--- config.mk ---
export PLATFORM = sky130hd
export DESIGN_NAME = rudder_homing_positioner_flat
export DESIGN_NICKNAME = d
export VERILOG_FILES = /design/src/rtl/rhp_pkg.sv /design/src/rtl/rhp_if.sv /design/src/rtl/rhp_step.sv /design/src/rtl/rudder_homing_positioner.sv /design/src/flat_wrapper.sv
export SDC_FILE = /design/constraint.sdc
export NUM_CORES = 1
export LEC_CHECK = 0
export BUFFER_PORTS_ARGS = -buffer_cell sky130_fd_sc_hd__buf_2
export CORE_MARGIN = 2
export CORE_UTILIZATION = 55
export CTS_CLUSTER_DIAMETER = 150
export DETAILED_ROUTE_END_ITERATION = 10
export GPL_TIMING_DRIVEN = 0
export PLACE_DENSITY_LB_ADDON = 0.15
export SLEW_MARGIN = 20
export SYNTH_ARGS = -nofsm -noshare
export SYNTH_HDL_FRONTEND = slang
export SYNTH_SLANG_ARGS = --single-unit
--- constraint.sdc ---
create_clock -name clk -period 10.1 [get_ports clk]
set_clock_uncertainty 0.15 [all_clocks]
set_input_delay 1.515 -clock clk [delete_from_list [all_inputs] [get_ports clk]]
set_output_delay 1.515 -clock clk [all_outputs]
set_load 0.1 [all_outputs]
--- src/rtl/rhp_pkg.sv ---
// ----------------------------------------------------------------------------
// rhp_pkg
// Shared types, codes and defaults for the rudder homing positioner.
// ----------------------------------------------------------------------------
package rhp_pkg;

    // Defaults for the top-level parameters
    localparam int POSITION_BITS_DEF = 8;
    localparam int TIMER_BITS_DEF    = 16;

    // Configuration port
    localparam int CFG_IDX_W  = 2;
    localparam int CFG_DATA_W = 16;
    localparam int STEER_W    = 16;
    localparam int PAUSE_W    = 8;

    localparam logic [CFG_IDX_W-1:0] REG_STEER_TIMEOUT = 2'd0;
    localparam logic [CFG_IDX_W-1:0] REG_STARTUP_PAUSE = 2'd1;
    localparam logic [CFG_IDX_W-1:0] REG_SETTLE_PAUSE  = 2'd2;

    localparam logic [STEER_W-1:0] STEER_TIMEOUT_RST = 16'd488;
    localparam logic [PAUSE_W-1:0] STARTUP_PAUSE_RST = 8'd244;
    localparam logic [PAUSE_W-1:0] SETTLE_PAUSE_RST  = 8'd62;

    // Settle ticks at which the right end is sampled
    localparam logic [PAUSE_W-1:0] SETTLE_SAMPLE_A = 8'd10;
    localparam logic [PAUSE_W-1:0] SETTLE_SAMPLE_B = 8'd20;

    // Reset values of the calibrated ends, before saturation
    localparam int LEFT_END_RST  = 100;
    localparam int RIGHT_END_RST = -100;

    // Motor command codes
    localparam logic [1:0] DRIVE_STOP  = 2'd0;
    localparam logic [1:0] DRIVE_LEFT  = 2'd1;
    localparam logic [1:0] DRIVE_RIGHT = 2'd2;

    // Report kinds
    localparam logic KIND_REACHED = 1'b0;
    localparam logic KIND_FAILED  = 1'b1;

    // Mode codes as seen on the result channel
    localparam logic [2:0] MODE_CODE_STARTUP = 3'd0;
    localparam logic [2:0] MODE_CODE_HOMING  = 3'd1;
    localparam logic [2:0] MODE_CODE_LEFT    = 3'd2;
    localparam logic [2:0] MODE_CODE_RIGHT   = 3'd3;
    localparam logic [2:0] MODE_CODE_REACHED = 3'd4;
    localparam logic [2:0] MODE_CODE_FAILED  = 3'd5;
    localparam logic [2:0] MODE_CODE_IDLE    = 3'd6;

    typedef enum logic [6:0] {
        M_STARTUP = 7'b0000001,
        M_HOMING  = 7'b0000010,
        M_LEFT    = 7'b0000100,
        M_RIGHT   = 7'b0001000,
        M_REACHED = 7'b0010000,
        M_FAILED  = 7'b0100000,
        M_IDLE    = 7'b1000000
    } mode_t;

    typedef enum logic [5:0] {
        H_FIND_LEFT    = 6'b000001,
        H_LEFT_SETTLE  = 6'b000010,
        H_FIND_RIGHT   = 6'b000100,
        H_RIGHT_SETTLE = 6'b001000,
        H_FIND_MID     = 6'b010000,
        H_MID_DONE     = 6'b100000
    } home_t;

    // Control state handed between the top level and the step logic
    typedef struct packed {
        mode_t      mode;
        home_t      home;
        logic [1:0] drive;
        logic       cmd_pending;
        logic       fail_reported;
    } rhp_ctrl_t;

    // Configuration values
    typedef struct packed {
        logic [STEER_W-1:0] steer_timeout;
        logic [PAUSE_W-1:0] startup_pause;
        logic [PAUSE_W-1:0] settle_pause;
    } rhp_cfg_t;

    function automatic logic [2:0] mode_code(mode_t m);
        logic [2:0] c;
        unique case (m)
            M_STARTUP: c = MODE_CODE_STARTUP;
            M_HOMING:  c = MODE_CODE_HOMING;
            M_LEFT:    c = MODE_CODE_LEFT;
            M_RIGHT:   c = MODE_CODE_RIGHT;
            M_REACHED: c = MODE_CODE_REACHED;
            M_FAILED:  c = MODE_CODE_FAILED;
            M_IDLE:    c = MODE_CODE_IDLE;
            default:   c = MODE_CODE_IDLE;
        endcase
        return c;
    endfunction

endpackage

--- src/rtl/rhp_if.sv ---
// ----------------------------------------------------------------------------
// rhp_if
// Valid/ready channels of the rudder homing positioner: ticks in,
// results out, configuration writes.
// ----------------------------------------------------------------------------
interface rhp_tick_if #(
    parameter int POS_W = 8
);
    logic                    valid;
    logic                    ready;
    logic                    left_limit;
    logic                    right_limit;
    logic signed [POS_W-1:0] position;
    logic                    command_valid;
    logic signed [POS_W-1:0] target_position;
    logic                    rehome;

    modport source (
        output valid, left_limit, right_limit, position,
        output command_valid, target_position, rehome,
        input  ready
    );
    modport sink (
        input  valid, left_limit, right_limit, position,
        input  command_valid, target_position, rehome,
        output ready
    );
endinterface

interface rhp_result_if #(
    parameter int POS_W = 8
);
    logic                    valid;
    logic                    ready;
    logic [1:0]              drive;
    logic                    report_valid;
    logic                    report_kind;
    logic signed [POS_W-1:0] report_position;
    logic signed [POS_W-1:0] left_end;
    logic signed [POS_W-1:0] right_end;
    logic [2:0]              mode;

    modport source (
        output valid, drive, report_valid, report_kind, report_position,
        output left_end, right_end, mode,
        input  ready
    );
    modport sink (
        input  valid, drive, report_valid, report_kind, report_position,
        input  left_end, right_end, mode,
        output ready
    );
endinterface

interface rhp_cfg_if
    import rhp_pkg::*;
();
    logic                  valid;
    logic                  ready;
    logic [CFG_IDX_W-1:0]  index;
    logic [CFG_DATA_W-1:0] data;

    modport source (output valid, index, data, input ready);
    modport sink (input valid, index, data, output ready);
endinterface

--- src/rtl/rhp_step.sv ---
// ----------------------------------------------------------------------------
// rhp_step
// Next-state and result logic for one tick.
// ----------------------------------------------------------------------------
module rhp_step
    import rhp_pkg::*;
#(
    parameter int POSITION_BITS = POSITION_BITS_DEF,
    parameter int TIMER_BITS    = TIMER_BITS_DEF
) (
    input  rhp_cfg_t                        cfg_val,
    input  rhp_ctrl_t                       ctrl,
    input  logic [TIMER_BITS-1:0]           timer,
    input  logic [PAUSE_W-1:0]              settle_cnt,
    input  logic [PAUSE_W-1:0]              startup_cnt,
    input  logic signed [POSITION_BITS-1:0] left_end,
    input  logic signed [POSITION_BITS-1:0] right_end,
    input  logic signed [POSITION_BITS-1:0] target,
    input  logic                            left_limit,
    input  logic                            right_limit,
    input  logic signed [POSITION_BITS-1:0] position,
    input  logic                            command_valid,
    input  logic signed [POSITION_BITS-1:0] target_position,
    input  logic                            rehome,
    output rhp_ctrl_t                       ctrl_next,
    output logic [TIMER_BITS-1:0]           timer_next,
    output logic [PAUSE_W-1:0]              settle_cnt_next,
    output logic [PAUSE_W-1:0]              startup_cnt_next,
    output logic signed [POSITION_BITS-1:0] left_end_next,
    output logic signed [POSITION_BITS-1:0] right_end_next,
    output logic signed [POSITION_BITS-1:0] target_next,
    output logic                            report_valid,
    output logic                            report_kind
);

    localparam int CMP_W = (TIMER_BITS > STEER_W) ? TIMER_BITS : STEER_W;
    localparam logic signed [POSITION_BITS-1:0] POS_MAX =
        {1'b0, {(POSITION_BITS-1){1'b1}}};
    localparam logic signed [POSITION_BITS-1:0] POS_MIN =
        {1'b1, {(POSITION_BITS-1){1'b0}}};

    logic                  wd_fire;
    logic [TIMER_BITS-1:0] wd_timer;
    logic [PAUSE_W-1:0]    settle_inc;
    logic [PAUSE_W:0]      startup_plus;
    logic signed [POSITION_BITS-1:0] neg_pos;

    // Watchdog: fire above the limit, otherwise count up and saturate
    always_comb
    begin
        wd_fire = CMP_W'(timer) > CMP_W'(cfg_val.steer_timeout);
        if (wd_fire)
            wd_timer = '0;
        else if (timer != {TIMER_BITS{1'b1}})
            wd_timer = timer + 1'b1;
        else
            wd_timer = timer;
    end

    assign settle_inc   = (settle_cnt != {PAUSE_W{1'b1}}) ? settle_cnt + 1'b1 : settle_cnt;
    assign startup_plus = {1'b0, startup_cnt} + 1'b1;
    assign neg_pos      = (position == POS_MIN) ? POS_MAX : -position;

    always_comb
    begin
        ctrl_next        = ctrl;
        timer_next       = timer;
        settle_cnt_next  = settle_cnt;
        startup_cnt_next = startup_cnt;
        left_end_next    = left_end;
        right_end_next   = right_end;
        target_next      = target;
        report_valid     = 1'b0;
        report_kind      = KIND_REACHED;

        // The target is latched on any tick, ahead of the step
        if (command_valid)
        begin
            target_next           = target_position;
            ctrl_next.cmd_pending = 1'b1;
        end

        if (rehome)
        begin
            ctrl_next.mode          = M_STARTUP;
            ctrl_next.home          = H_FIND_LEFT;
            ctrl_next.drive         = DRIVE_STOP;
            ctrl_next.fail_reported = 1'b0;
            startup_cnt_next        = '0;
            timer_next              = '0;
            settle_cnt_next         = '0;
        end
        else
        begin
            unique case (ctrl.mode)
                M_STARTUP:
                begin
                    if (startup_plus > {1'b0, cfg_val.startup_pause})
                    begin
                        startup_cnt_next = '0;
                        timer_next       = '0;
                        ctrl_next.mode   = M_HOMING;
                    end
                    else
                        startup_cnt_next = startup_plus[PAUSE_W-1:0];
                end
                M_HOMING:
                begin
                    unique case (ctrl.home)
                        H_FIND_LEFT:
                        begin
                            timer_next = wd_timer;
                            if (wd_fire)
                                ctrl_next.mode = M_FAILED;
                            if (!left_limit)
                                ctrl_next.drive = DRIVE_LEFT;
                            else
                            begin
                                ctrl_next.home  = H_LEFT_SETTLE;
                                timer_next      = '0;
                                settle_cnt_next = '0;
                            end
                        end
                        H_LEFT_SETTLE:
                        begin
                            settle_cnt_next = settle_inc;
                            if (settle_cnt < cfg_val.settle_pause)
                                ctrl_next.drive = DRIVE_STOP;
                            else
                            begin
                                ctrl_next.home = H_FIND_RIGHT;
                                left_end_next  = position;
                            end
                        end
                        H_FIND_RIGHT:
                        begin
                            timer_next = wd_timer;
                            if (wd_fire)
                                ctrl_next.mode = M_FAILED;
                            if (!right_limit)
                                ctrl_next.drive = DRIVE_RIGHT;
                            else
                            begin
                                ctrl_next.home  = H_RIGHT_SETTLE;
                                timer_next      = '0;
                                settle_cnt_next = '0;
                            end
                        end
                        H_RIGHT_SETTLE:
                        begin
                            settle_cnt_next = settle_inc;
                            if (settle_cnt < cfg_val.settle_pause)
                            begin
                                ctrl_next.drive = DRIVE_STOP;
                                if (settle_inc == SETTLE_SAMPLE_A)
                                    right_end_next = position;
                                if (settle_inc == SETTLE_SAMPLE_B)
                                begin
                                    right_end_next = position;
                                    left_end_next  = neg_pos;
                                end
                            end
                            else
                                ctrl_next.home = H_FIND_MID;
                        end
                        H_FIND_MID:
                        begin
                            timer_next = wd_timer;
                            if (wd_fire)
                                ctrl_next.mode = M_FAILED;
                            if (!left_limit && position < 0)
                                ctrl_next.drive = DRIVE_LEFT;
                            else if (left_limit)
                            begin
                                // Hitting the left switch on the way to zero
                                ctrl_next.drive = DRIVE_STOP;
                                ctrl_next.mode  = M_FAILED;
                                timer_next      = '0;
                            end
                            else
                            begin
                                ctrl_next.drive = DRIVE_STOP;
                                ctrl_next.home  = H_MID_DONE;
                                settle_cnt_next = '0;
                                timer_next      = '0;
                            end
                        end
                        default:
                        begin
                            ctrl_next.mode = M_IDLE;
                            timer_next     = '0;
                        end
                    endcase
                end
                M_RIGHT:
                begin
                    timer_next = wd_timer;
                    if (wd_fire)
                        ctrl_next.mode = M_FAILED;
                    if (!right_limit && target_next < position)
                        ctrl_next.drive = DRIVE_RIGHT;
                    else
                        ctrl_next.mode = M_REACHED;
                end
                M_LEFT:
                begin
                    timer_next = wd_timer;
                    if (wd_fire)
                        ctrl_next.mode = M_FAILED;
                    if (!left_limit && target_next > position)
                        ctrl_next.drive = DRIVE_LEFT;
                    else
                        ctrl_next.mode = M_REACHED;
                end
                M_REACHED:
                begin
                    timer_next      = '0;
                    ctrl_next.drive = DRIVE_STOP;
                    report_valid    = 1'b1;
                    report_kind     = KIND_REACHED;
                    ctrl_next.mode  = M_IDLE;
                end
                M_FAILED:
                begin
                    timer_next      = '0;
                    ctrl_next.drive = DRIVE_STOP;
                    if (!ctrl.fail_reported)
                    begin
                        report_valid            = 1'b1;
                        report_kind             = KIND_FAILED;
                        ctrl_next.fail_reported = 1'b1;
                    end
                end
                M_IDLE:
                begin
                    timer_next = '0;
                    if (ctrl_next.cmd_pending)
                    begin
                        ctrl_next.cmd_pending = 1'b0;
                        if (target_next > position)
                            ctrl_next.mode = M_LEFT;
                        else if (target_next < position)
                            ctrl_next.mode = M_RIGHT;
                        else
                            ctrl_next.mode = M_REACHED;
                    end
                end
                default:
                    ctrl_next.mode = M_IDLE;
            endcase
        end
    end

endmodule

--- src/rtl/rudder_homing_positioner.sv ---
// ----------------------------------------------------------------------------
// rudder_homing_positioner
// Startup pause, limit-switch homing and target positioning of a rudder.
// ----------------------------------------------------------------------------
// Usage:
//   tick   : one transaction per timer tick, carrying the limit switches,
//            the encoder position, an optional new target and a rehome flag.
//   result : exactly one transaction per tick: motor drive, an optional
//            reached/failed report, the calibrated ends and the mode.
//   cfg    : register writes (0 steer_timeout, 1 startup_pause,
//            2 settle_pause); always ready. Write only while idle.
//   The result register holds a tick's result in the cycle after the
//   tick transaction. Throughput is one tick per cycle while the result
//   is drained: the whole step is one pass of combinational logic
//   between the state registers and the result register.
//   A new tick is taken while the result register is empty or is being
//   drained in the same cycle; a stalled receiver holds the result and
//   back-pressures the tick channel without losing anything.
//   Reset (rst_n low, async) returns to the startup pause with default
//   register values and ends at +100 / -100 (saturated to the width).
// ----------------------------------------------------------------------------
module rudder_homing_positioner
    import rhp_pkg::*;
#(
    parameter int POSITION_BITS = POSITION_BITS_DEF,
    parameter int TIMER_BITS    = TIMER_BITS_DEF
) (
    input  logic         clk,
    input  logic         rst_n,
    rhp_tick_if.sink     tick,
    rhp_result_if.source result,
    rhp_cfg_if.sink      cfg
);

    // Reset values of the ends, saturated to the position range
    localparam int POS_MAX_I = (1 << (POSITION_BITS - 1)) - 1;
    localparam int POS_MIN_I = -POS_MAX_I - 1;
    localparam int LEFT_RST_I  = (LEFT_END_RST > POS_MAX_I) ? POS_MAX_I : LEFT_END_RST;
    localparam int RIGHT_RST_I = (RIGHT_END_RST < POS_MIN_I) ? POS_MIN_I : RIGHT_END_RST;
    localparam logic signed [POSITION_BITS-1:0] LEFT_RST  = POSITION_BITS'(LEFT_RST_I);
    localparam logic signed [POSITION_BITS-1:0] RIGHT_RST = POSITION_BITS'(RIGHT_RST_I);

    rhp_cfg_t                        cfg_reg;
    rhp_ctrl_t                       ctrl_reg, ctrl_next;
    logic [TIMER_BITS-1:0]           timer_reg, timer_next;
    logic [PAUSE_W-1:0]              settle_cnt_reg, settle_cnt_next;
    logic [PAUSE_W-1:0]              startup_cnt_reg, startup_cnt_next;
    logic signed [POSITION_BITS-1:0] left_end_reg, left_end_next;
    logic signed [POSITION_BITS-1:0] right_end_reg, right_end_next;
    logic signed [POSITION_BITS-1:0] target_reg, target_next;
    logic                            rep_valid, rep_kind;

    // Result register
    logic                            out_valid_reg;
    logic [1:0]                      out_drive_reg;
    logic                            out_rep_valid_reg;
    logic                            out_rep_kind_reg;
    logic signed [POSITION_BITS-1:0] out_rep_pos_reg;
    logic signed [POSITION_BITS-1:0] out_left_reg;
    logic signed [POSITION_BITS-1:0] out_right_reg;
    logic [2:0]                      out_mode_reg;

    logic tick_take;

    // Accept when the result slot is free or drains this cycle
    assign tick.ready = !out_valid_reg || result.ready;
    assign tick_take  = tick.valid && tick.ready;
    assign cfg.ready  = 1'b1;

    // Configuration registers; indexes past the list are dropped
    always_ff @(posedge clk or negedge rst_n)
    begin
        if (!rst_n)
        begin
            cfg_reg.steer_timeout <= STEER_TIMEOUT_RST;
            cfg_reg.startup_pause <= STARTUP_PAUSE_RST;
            cfg_reg.settle_pause  <= SETTLE_PAUSE_RST;
        end
        else if (cfg.valid)
        begin
            unique case (cfg.index)
                REG_STEER_TIMEOUT: cfg_reg.steer_timeout <= cfg.data[STEER_W-1:0];
                REG_STARTUP_PAUSE: cfg_reg.startup_pause <= cfg.data[PAUSE_W-1:0];
                REG_SETTLE_PAUSE:  cfg_reg.settle_pause  <= cfg.data[PAUSE_W-1:0];
                default: ;
            endcase
        end
    end

    rhp_step #(
        .POSITION_BITS (POSITION_BITS),
        .TIMER_BITS    (TIMER_BITS)
    ) u_step (
        .cfg_val          (cfg_reg),
        .ctrl             (ctrl_reg),
        .timer            (timer_reg),
        .settle_cnt       (settle_cnt_reg),
        .startup_cnt      (startup_cnt_reg),
        .left_end         (left_end_reg),
        .right_end        (right_end_reg),
        .target           (target_reg),
        .left_limit       (tick.left_limit),
        .right_limit      (tick.right_limit),
        .position         (tick.position),
        .command_valid    (tick.command_valid),
        .target_position  (tick.target_position),
        .rehome           (tick.rehome),
        .ctrl_next        (ctrl_next),
        .timer_next       (timer_next),
        .settle_cnt_next  (settle_cnt_next),
        .startup_cnt_next (startup_cnt_next),
        .left_end_next    (left_end_next),
        .right_end_next   (right_end_next),
        .target_next      (target_next),
        .report_valid     (rep_valid),
        .report_kind      (rep_kind)
    );

    // Block state, advanced once per accepted tick
    always_ff @(posedge clk or negedge rst_n)
    begin
        if (!rst_n)
        begin
            ctrl_reg.mode          <= M_STARTUP;
            ctrl_reg.home          <= H_FIND_LEFT;
            ctrl_reg.drive         <= DRIVE_STOP;
            ctrl_reg.cmd_pending   <= 1'b0;
            ctrl_reg.fail_reported <= 1'b0;
            timer_reg              <= '0;
            settle_cnt_reg         <= '0;
            startup_cnt_reg        <= '0;
            left_end_reg           <= LEFT_RST;
            right_end_reg          <= RIGHT_RST;
            target_reg             <= '0;
        end
        else if (tick_take)
        begin
            ctrl_reg        <= ctrl_next;
            timer_reg       <= timer_next;
            settle_cnt_reg  <= settle_cnt_next;
            startup_cnt_reg <= startup_cnt_next;
            left_end_reg    <= left_end_next;
            right_end_reg   <= right_end_next;
            target_reg      <= target_next;
        end
    end

    always_ff @(posedge clk or negedge rst_n)
    begin
        if (!rst_n)
            out_valid_reg <= 1'b0;
        else if (tick_take)
            out_valid_reg <= 1'b1;
        else if (result.ready)
            out_valid_reg <= 1'b0;
    end

    // Result payload; report fields read zero when no report goes out
    always_ff @(posedge clk)
    begin
        if (tick_take)
        begin
            out_drive_reg     <= ctrl_next.drive;
            out_rep_valid_reg <= rep_valid;
            out_rep_kind_reg  <= rep_valid ? rep_kind : KIND_REACHED;
            out_rep_pos_reg   <= rep_valid ? tick.position : '0;
            out_left_reg      <= left_end_next;
            out_right_reg     <= right_end_next;
            out_mode_reg      <= mode_code(ctrl_next.mode);
        end
    end

    assign result.valid           = out_valid_reg;
    assign result.drive           = out_drive_reg;
    assign result.report_valid    = out_rep_valid_reg;
    assign result.report_kind     = out_rep_kind_reg;
    assign result.report_position = out_rep_pos_reg;
    assign result.left_end        = out_left_reg;
    assign result.right_end       = out_right_reg;
    assign result.mode            = out_mode_reg;

endmodule

--- src/flat_wrapper.sv ---
// flat-port wrapper written by rule: the top's interface ports become plain ports
module rudder_homing_positioner_flat import rhp_pkg::*;
#(
    parameter int POSITION_BITS = POSITION_BITS_DEF,
    parameter int TIMER_BITS    = TIMER_BITS_DEF
)
  (clk, rst_n, tick_valid, tick_left_limit, tick_right_limit, tick_position, tick_command_valid, tick_target_position, tick_rehome, tick_ready, result_valid, result_drive, result_report_valid, result_report_kind, result_report_position, result_left_end, result_right_end, result_mode, result_ready, cfg_valid, cfg_index, cfg_data, cfg_ready);
  rhp_tick_if #(.POS_W((8))) tick_i ();
  rhp_result_if #(.POS_W((8))) result_i ();
  rhp_cfg_if cfg_i ();
  input  logic clk;
  input  logic rst_n;
  input wire logic [$bits(tick_i.valid)-1:0] tick_valid;
  input wire logic [$bits(tick_i.left_limit)-1:0] tick_left_limit;
  input wire logic [$bits(tick_i.right_limit)-1:0] tick_right_limit;
  input wire logic [$bits(tick_i.position)-1:0] tick_position;
  input wire logic [$bits(tick_i.command_valid)-1:0] tick_command_valid;
  input wire logic [$bits(tick_i.target_position)-1:0] tick_target_position;
  input wire logic [$bits(tick_i.rehome)-1:0] tick_rehome;
  output wire logic [$bits(tick_i.ready)-1:0] tick_ready;
  output wire logic [$bits(result_i.valid)-1:0] result_valid;
  output wire logic [$bits(result_i.drive)-1:0] result_drive;
  output wire logic [$bits(result_i.report_valid)-1:0] result_report_valid;
  output wire logic [$bits(result_i.report_kind)-1:0] result_report_kind;
  output wire logic [$bits(result_i.report_position)-1:0] result_report_position;
  output wire logic [$bits(result_i.left_end)-1:0] result_left_end;
  output wire logic [$bits(result_i.right_end)-1:0] result_right_end;
  output wire logic [$bits(result_i.mode)-1:0] result_mode;
  input wire logic [$bits(result_i.ready)-1:0] result_ready;
  input wire logic [$bits(cfg_i.valid)-1:0] cfg_valid;
  input wire logic [$bits(cfg_i.index)-1:0] cfg_index;
  input wire logic [$bits(cfg_i.data)-1:0] cfg_data;
  output wire logic [$bits(cfg_i.ready)-1:0] cfg_ready;
  assign tick_i.valid = tick_valid;
  assign tick_i.left_limit = tick_left_limit;
  assign tick_i.right_limit = tick_right_limit;
  assign tick_i.position = tick_position;
  assign tick_i.command_valid = tick_command_valid;
  assign tick_i.target_position = tick_target_position;
  assign tick_i.rehome = tick_rehome;
  assign tick_ready = tick_i.ready;
  assign result_valid = result_i.valid;
  assign result_drive = result_i.drive;
  assign result_report_valid = result_i.report_valid;
  assign result_report_kind = result_i.report_kind;
  assign result_report_position = result_i.report_position;
  assign result_left_end = result_i.left_end;
  assign result_right_end = result_i.right_end;
  assign result_mode = result_i.mode;
  assign result_i.ready = result_ready;
  assign cfg_i.valid = cfg_valid;
  assign cfg_i.index = cfg_index;
  assign cfg_i.data = cfg_data;
  assign cfg_ready = cfg_i.ready;
  rudder_homing_positioner #(.POSITION_BITS(POSITION_BITS), .TIMER_BITS(TIMER_BITS)) u_core (.clk(clk), .rst_n(rst_n), .tick(tick_i), .result(result_i), .cfg(cfg_i));
endmodule
======== Word-level counts from Yosys, hierarchy flattened ========
Cells that the tools add are included.
Widths: inputs -> output; s select.
word-level totals
  bits in writable memories ............... 0
  bits in latches ......................... 0
  ROM bits ................................ 0
  output and inout port bits .............. 34
  input port bits ......................... 43
  logic and storage cells ................. 168
  memories kept ........................... 0
  register bits after elaboration ......... 137
cells by class
  $add $sub $neg .......................... 4
  reduce and logical (&&, ||, !) cells .... 30
  equal/unequal tests ..................... 33
  bitwise logic cells ..................... 2
  div/mod/pow operators ................... 0
  multiplexer cells ....................... 71
  order comparisons ....................... 6
  multipliers ............................. 0
  shifts and indexed selects .............. 0
operators by type and width
  cell                   count
  $mux 8                 23
  $pmux 16 s4            2
  $mux 16                7
  $mux 7                 7
  $pmux 7 s6             1
  $pmux 8 s5             1
  $mux 6                 6
  $pmux 8 s4             1
  $ne 3x3->1 const B     8
  $pmux 7 s3             1
  $pmux 3 s6             1
  $add 16x1->16 const B  1
  $gt 16x16->1           1
  $lt 8x8->1             2
  $ne 16x16->1 const B   1
  $pmux 8 s2             1
  $mux 15                1
  $eq 7x1->1 const B     2
  $eq 7x2->1 const B     2
  $eq 7x3->1 const B     2
  $eq 7x4->1 const B     2
  $eq 7x5->1 const B     2
  $eq 7x6->1 const B     2
  $mux 13                1
  other kinds (37)       68

======== Longest topological paths before layout ========
  word-level depth ........................ 9
  depth in mapped cells ................... 13
  gate-level depth less buffers ........... 12

======== Cells and area by module ========
From an unflattened synthesis, not the netlist that was laid out.
unflattened totals
  cell total of the unflattened synthesis .. 884
  area, all modules ....................... 8931.1 sq um
by module, submodules not included
  module                    instances  sequential area each (sq um)  area each (sq um)  cells an instance
  rudder_homing_positioner  1          3613.5                        5142.4             288
  rhp_step                  1          0.0                           3788.6             596

======== Worst setup path before layout ========
Ideal clock, no wire load.
  path kind ............................... in2reg
  start ................................... input result_ready
  end ..................................... register u_core.target_reg[4]
  buffers on the path ..................... 2
  library setup time ...................... 126 ps
  setup slack ............................. 5561 ps
  data arrival time ....................... 4263 ps
  stages .................................. 6
  required time ........................... 9824 ps
  cells stage by stage .................... nand2b_1 nand2_1 inv_1 buf_4 clkbuf_1 mux2_2
between the ends
  cells in the longest elaborated chain, start to end .. 2
ends and longest elaborated chain
  what                    line                             RTL
  start: declaration      flat_wrapper.sv:29               input wire logic [$bits(result_i.ready)-1:0] result_ready;
  $logic_or 1x1->1        rudder_homing_positioner.sv:66   assign tick.ready = !out_valid_reg || result.ready;
  $logic_and 1x1->1       rudder_homing_positioner.sv:67   assign tick_take = tick.valid && tick.ready;
  net u_core.tick_take    rudder_homing_positioner.sv:63   logic tick_take;
  end signal: assignment  rudder_homing_positioner.sv:144  target_reg <= target_next;
  end: declaration        rudder_homing_positioner.sv:50   logic signed [POSITION_BITS-1:0] target_reg, target_next;
The timed path passes the listed nets, and every way through them passes these cells.
A chain may end at the register's enable or synchronous reset.

======== Final worst setup path ========
  start ................................... input tick_command_valid
  end ..................................... register u_core.out_mode_reg[1] (netlist: u_core.result.mode[1]) (data pin)
between the ends
  cells in the longest elaborated chain, start to end .. 9
  elaborated cells on any way between the ends .. 20
  those cells by class .................... order compare: 2; eq/ne: 6; mux: 10; reduce/logical: 2
ends and longest elaborated chain
  what                                      line                              RTL
  start: declaration                        flat_wrapper.sv:17                input wire logic [$bits(tick_i.command_valid)-1:0] tick_command_valid;
  $mux 8 *                                  rhp_step.sv:77                    if (command_valid)
  net u_core.target_next[5]                 rudder_homing_positioner.sv:50
  $lt 8x8->1                                rhp_step.sv:200, rhp_step.sv:242
  $mux 5                                    rhp_step.sv:242                   else if (target_next < position)
  $mux 7                                    rhp_step.sv:240                   if (target_next > position)
  $mux 7                                    rhp_step.sv:237                   if (ctrl_next.cmd_pending)
  $pmux 7 s6 *                              rhp_step.sv:95                    unique case (ctrl.mode)
  $mux 15 *                                 rhp_step.sv:83                    if (rehome)
  $eq 7x6->1, or another cell as far along  rhp_pkg.sv:88                     unique case (m)
  $pmux 3 s6 *                              rhp_pkg.sv:88
  end signal: assignment                    rudder_homing_positioner.sv:169   out_mode_reg <= mode_code(ctrl_next.mode);
  end: declaration                          rudder_homing_positioner.sv:61    logic [2:0] out_mode_reg;
Mark *: on every way through the listed nets, which the timed path passes. The rest lies on a longest branch.

==> results.md <==
* Area of the core at ~14000 um^2
* Share of total power in combinational logic at between 20% and 30%
* Critical path capture point type: flip-flop
* # H-tree levels at 4
* Cell at the root of the clock tree: clkbuf_16
* Worst R2R Start: u_core.startup_cnt_reg[0]
* Number of buffers between clock root and the deepest sink at 2
* Hold WC Path Type: flip-flop to flip-flop
* Top cell type's share of synthesized area at between 20% and 30%
* I/O pin count at 77
* Power share of the clock group at a little over a third
* Max-cap check violation count at 0
* Required time worst endpoint at roughly 10 ns
* Number of cell rows at 44
* Vias in the first global route at ~6.6k
* Final critical-path required period at ~4.8 ns
* Largest net degree at the start of global routing at between 80 and 90
* Routed Antenna Nets at 0
* Post-Route WL at a little under 20000 um
* Starting density of the core at 56.2%
* Post-cts sizing count at 0
* Instance count of the mapped netlist at 800
* # Post-CTS Setup Buffers at 0
* Critical Path Start Type: input port
* Synthesized area at between 8000 and 9000 um^2
* Number of buffers inserted during clock tree synthesis at 17
* Total count of hold-check failures in the final report at 0
* Placed Instances at around 1.1k
* Number of inserted filler cells in the final layout at 1198
* Most common cell in the netlist: dfrtp_1
* Worst hold start: u_core.left_end_reg[2]
* Cell types with the highest counts after synthesis: dfrtp_1 (82), nand2_1 (69), nor2_1 (52)
* Die Ht at roughly 130 um
* Register bit count reported by yosys at 137
* Normalized max-slew margin at between 20% and 30%
* Clock-pin slew on the worst setup and hold paths at about 0.060 ns
* Hold Slack at between 0.3 and 0.4 ns
* Cell internal power dissipation at 0.00113 W
* Number of vias after detailed routing at about 6.7k
* Clock tree from TritonCTS: yes
* Pwr dens at between 150 and 200 nW/um^2
* Initial antenna violation count at 0
* Prevailing post-synth register cell: dfrtp_1
* Max reg flops at 32
* Count of routing violations after the opening detailed-route iteration at 516
* RSZ-0062 raised after global routing: no
* Insertion delay to the later sink of the worst-skew pair at between 0.4 and 0.5 ns
* Worst-path fanout max at 10
* Number of enable flip-flop cells after synthesis at 31
* Slew of the pin with the lowest slew margin at between 1 and 1.5 ns
* Count of antenna diodes in the layout at 0
* Cell variety after synth at 85
* Final weighted congestion in routability-driven placement at approximately 0.92
* Number of nets in the finished design at 980
* Detailed-placement wirelength estimate at roughly 15000 um
* Top cells by area in the synthesized netlist: dfrtp_1 (25%), edfxtp_1 (11%), dfstp_2 (7.7%)
* Number of design rule violations left after detail routing at 0
* Share of flip-flops with an asynchronous set or reset after synthesis at just under 80%
* Wire length of the first global-routing pass at roughly 33000 um
* CTS Hold Bufs at 0
* Pins over their slew limit at 0
* DIE WIDTH at ~130 um
* Flop pwr share at around two fifths
* Total routing resource utilization after global routing at between 20 and 30%
* Total Neg Setup Slack at 0 ns
* Start point of the critical path: tick_command_valid
* Synth Area per Inst at between 10 and 15 um^2
* Area enclosed by the die boundary at around 16000 um^2
* Worst setup path category: input port to flip-flop
* Worst Path Arrival at 4.82 ns
* Total of warnings raised by yosys at 0
* Non-filler instance count after layout at approximately 1.1k
* Average routed wire per standard cell at around 18 um
* Port bufs at 73
* Share of post-route cells with drive strength above 1 at between 20% and 30%
* Vias per cell at 6.14
* Iteration count of the initial detailed-routing pass at 7
* Switching power summed over all nets at approximately 0.0005 W
* Final number of setup-violating endpoints at 0
* Outcome: finished, final reports clean
* Max VDD drop at approximately 130 uV
* Net Count, Synth at a little under 900
* Static power due to leakage at 4.24 nW
* Aggregate global routing overflow at 0
* Net switching share of the total power at 31.2%
* Maximum frequency from static timing analysis at 209 MHz
* Sequential cell area fraction in the yosys report at ~44%
* Largest area contributor in the netlist: dfrtp_1
* Final clock period utilization by the worst path at 47.4%
* Synth-to-layout area growth at 14.7%
* Sinks on the clock net at around 140
[metrics by stage]
stage	worst slack, ns	util (%)	total power [W]	area [um^2]
floorplan	5.56	-	0.000955	8140
CTS	5.42	64.5	0.00165	9340
global placement	5.11	60.3	0.00104	8740
detailed placement	4.98	60.7	0.00106	8790
finish	5.31	64.5	0.00164	9340
global route	5.03	64.5	0.00172	9340
[path summary, 6_finish.rpt]
kind | slack, ns | end | depth (start not counted)
max | 5.31 | u_core.result.mode[1] | 11
min | 0.34 | u_core.left_end_reg[2] | 1
max reg2reg | 6.03 | u_core.timer_reg[7] | 13
min reg2reg | 0.34 | u_core.left_end_reg[2] | 1
max in group asynchronous | 8.26 | u_core.cfg_reg[22] | 2
min in group asynchronous | 0.81 | u_core.right_end_reg[0] | 1
[worst max-delay path: stages]
cell	delay (ns)
buf_2	0.11
clkbuf_1	0.44
mux2_2	0.42
ha_1	0.31
nand4_1	0.11
o21bai_1	0.19
a31oi_1	0.47
nand3_1	0.24
a32oi_1	0.49
a21boi_0	0.28
and3_1	0.22
[layer usage]
layer / GRT usage (%) / vias to the layer above / routed length (um)
met5: 0 / - / 0
met4: 8.43 / 0 / 359
met3: 4.89 / 32 / 879
met2: 44.6 / 180 / 9910
met1: 33.1 / 3319 / 8540
li1: - / 3168 / -
[placed cells by master, fill, tap and decap left out, types with 13 or more instances in the layout]
cell type / count
clkbuf_1: 15
clkbuf_16: 17
nand3_1: 26
nor4_1: 13
o21ai_0: 43
and3_1: 19
ha_1: 43
dfrtp_1: 82
a21oi_1: 40
nor2_1: 52
nor3_1: 14
buf_2: 75
mux2_2: 45
nand2_1: 69
edfxtp_1: 31
inv_1: 51
dfstp_2: 24
a22o_1: 13
[power groups by stage]
stage,Sequential [W],Clock [W],Combinational (W)
after floorplan,0.000730,0,0.000225
after global placement,0.000684,0,0.000356
after detailed placement,0.000688,0,0.000373
after CTS,0.000678,0.000593,0.000377
after global routing,0.000688,0.000617,0.000417
final,0.000679,0.000579,0.000378
[cells by family after synthesis]
group	after synthesis	synth area share, %
muxes	66	9.31
and+or+nand+nor	265	17.2
other	1	0.0461
xor gates and xnor gates	15	1.61
adders and majority gates	43	6.61
AOI/OAI and AO/OA	194	16.3
DFF	137	44.4
buffers and inverters	79	4.47
[area by class of cell]
| class | instances | area [um^2] | area share [%] |
|---|---|---|---|
| Tap cell | 184 | 230 | 2.46 |
| Multi-Input combinational cell | 584 | 4160 | 44.6 |
| Buffer | 28 | 174 | 1.86 |
| Clock buffer | 24 | 482 | 5.16 |
| Timing Repair Buffer | 75 | 419 | 4.49 |
| Clock inverter | 8 | 67.6 | 0.723 |
| Sequential cell | 137 | 3610 | 38.7 |
| Inverter | 51 | 191 | 2.05 |
Note: power is estimated with default switching activity, not from simulation.
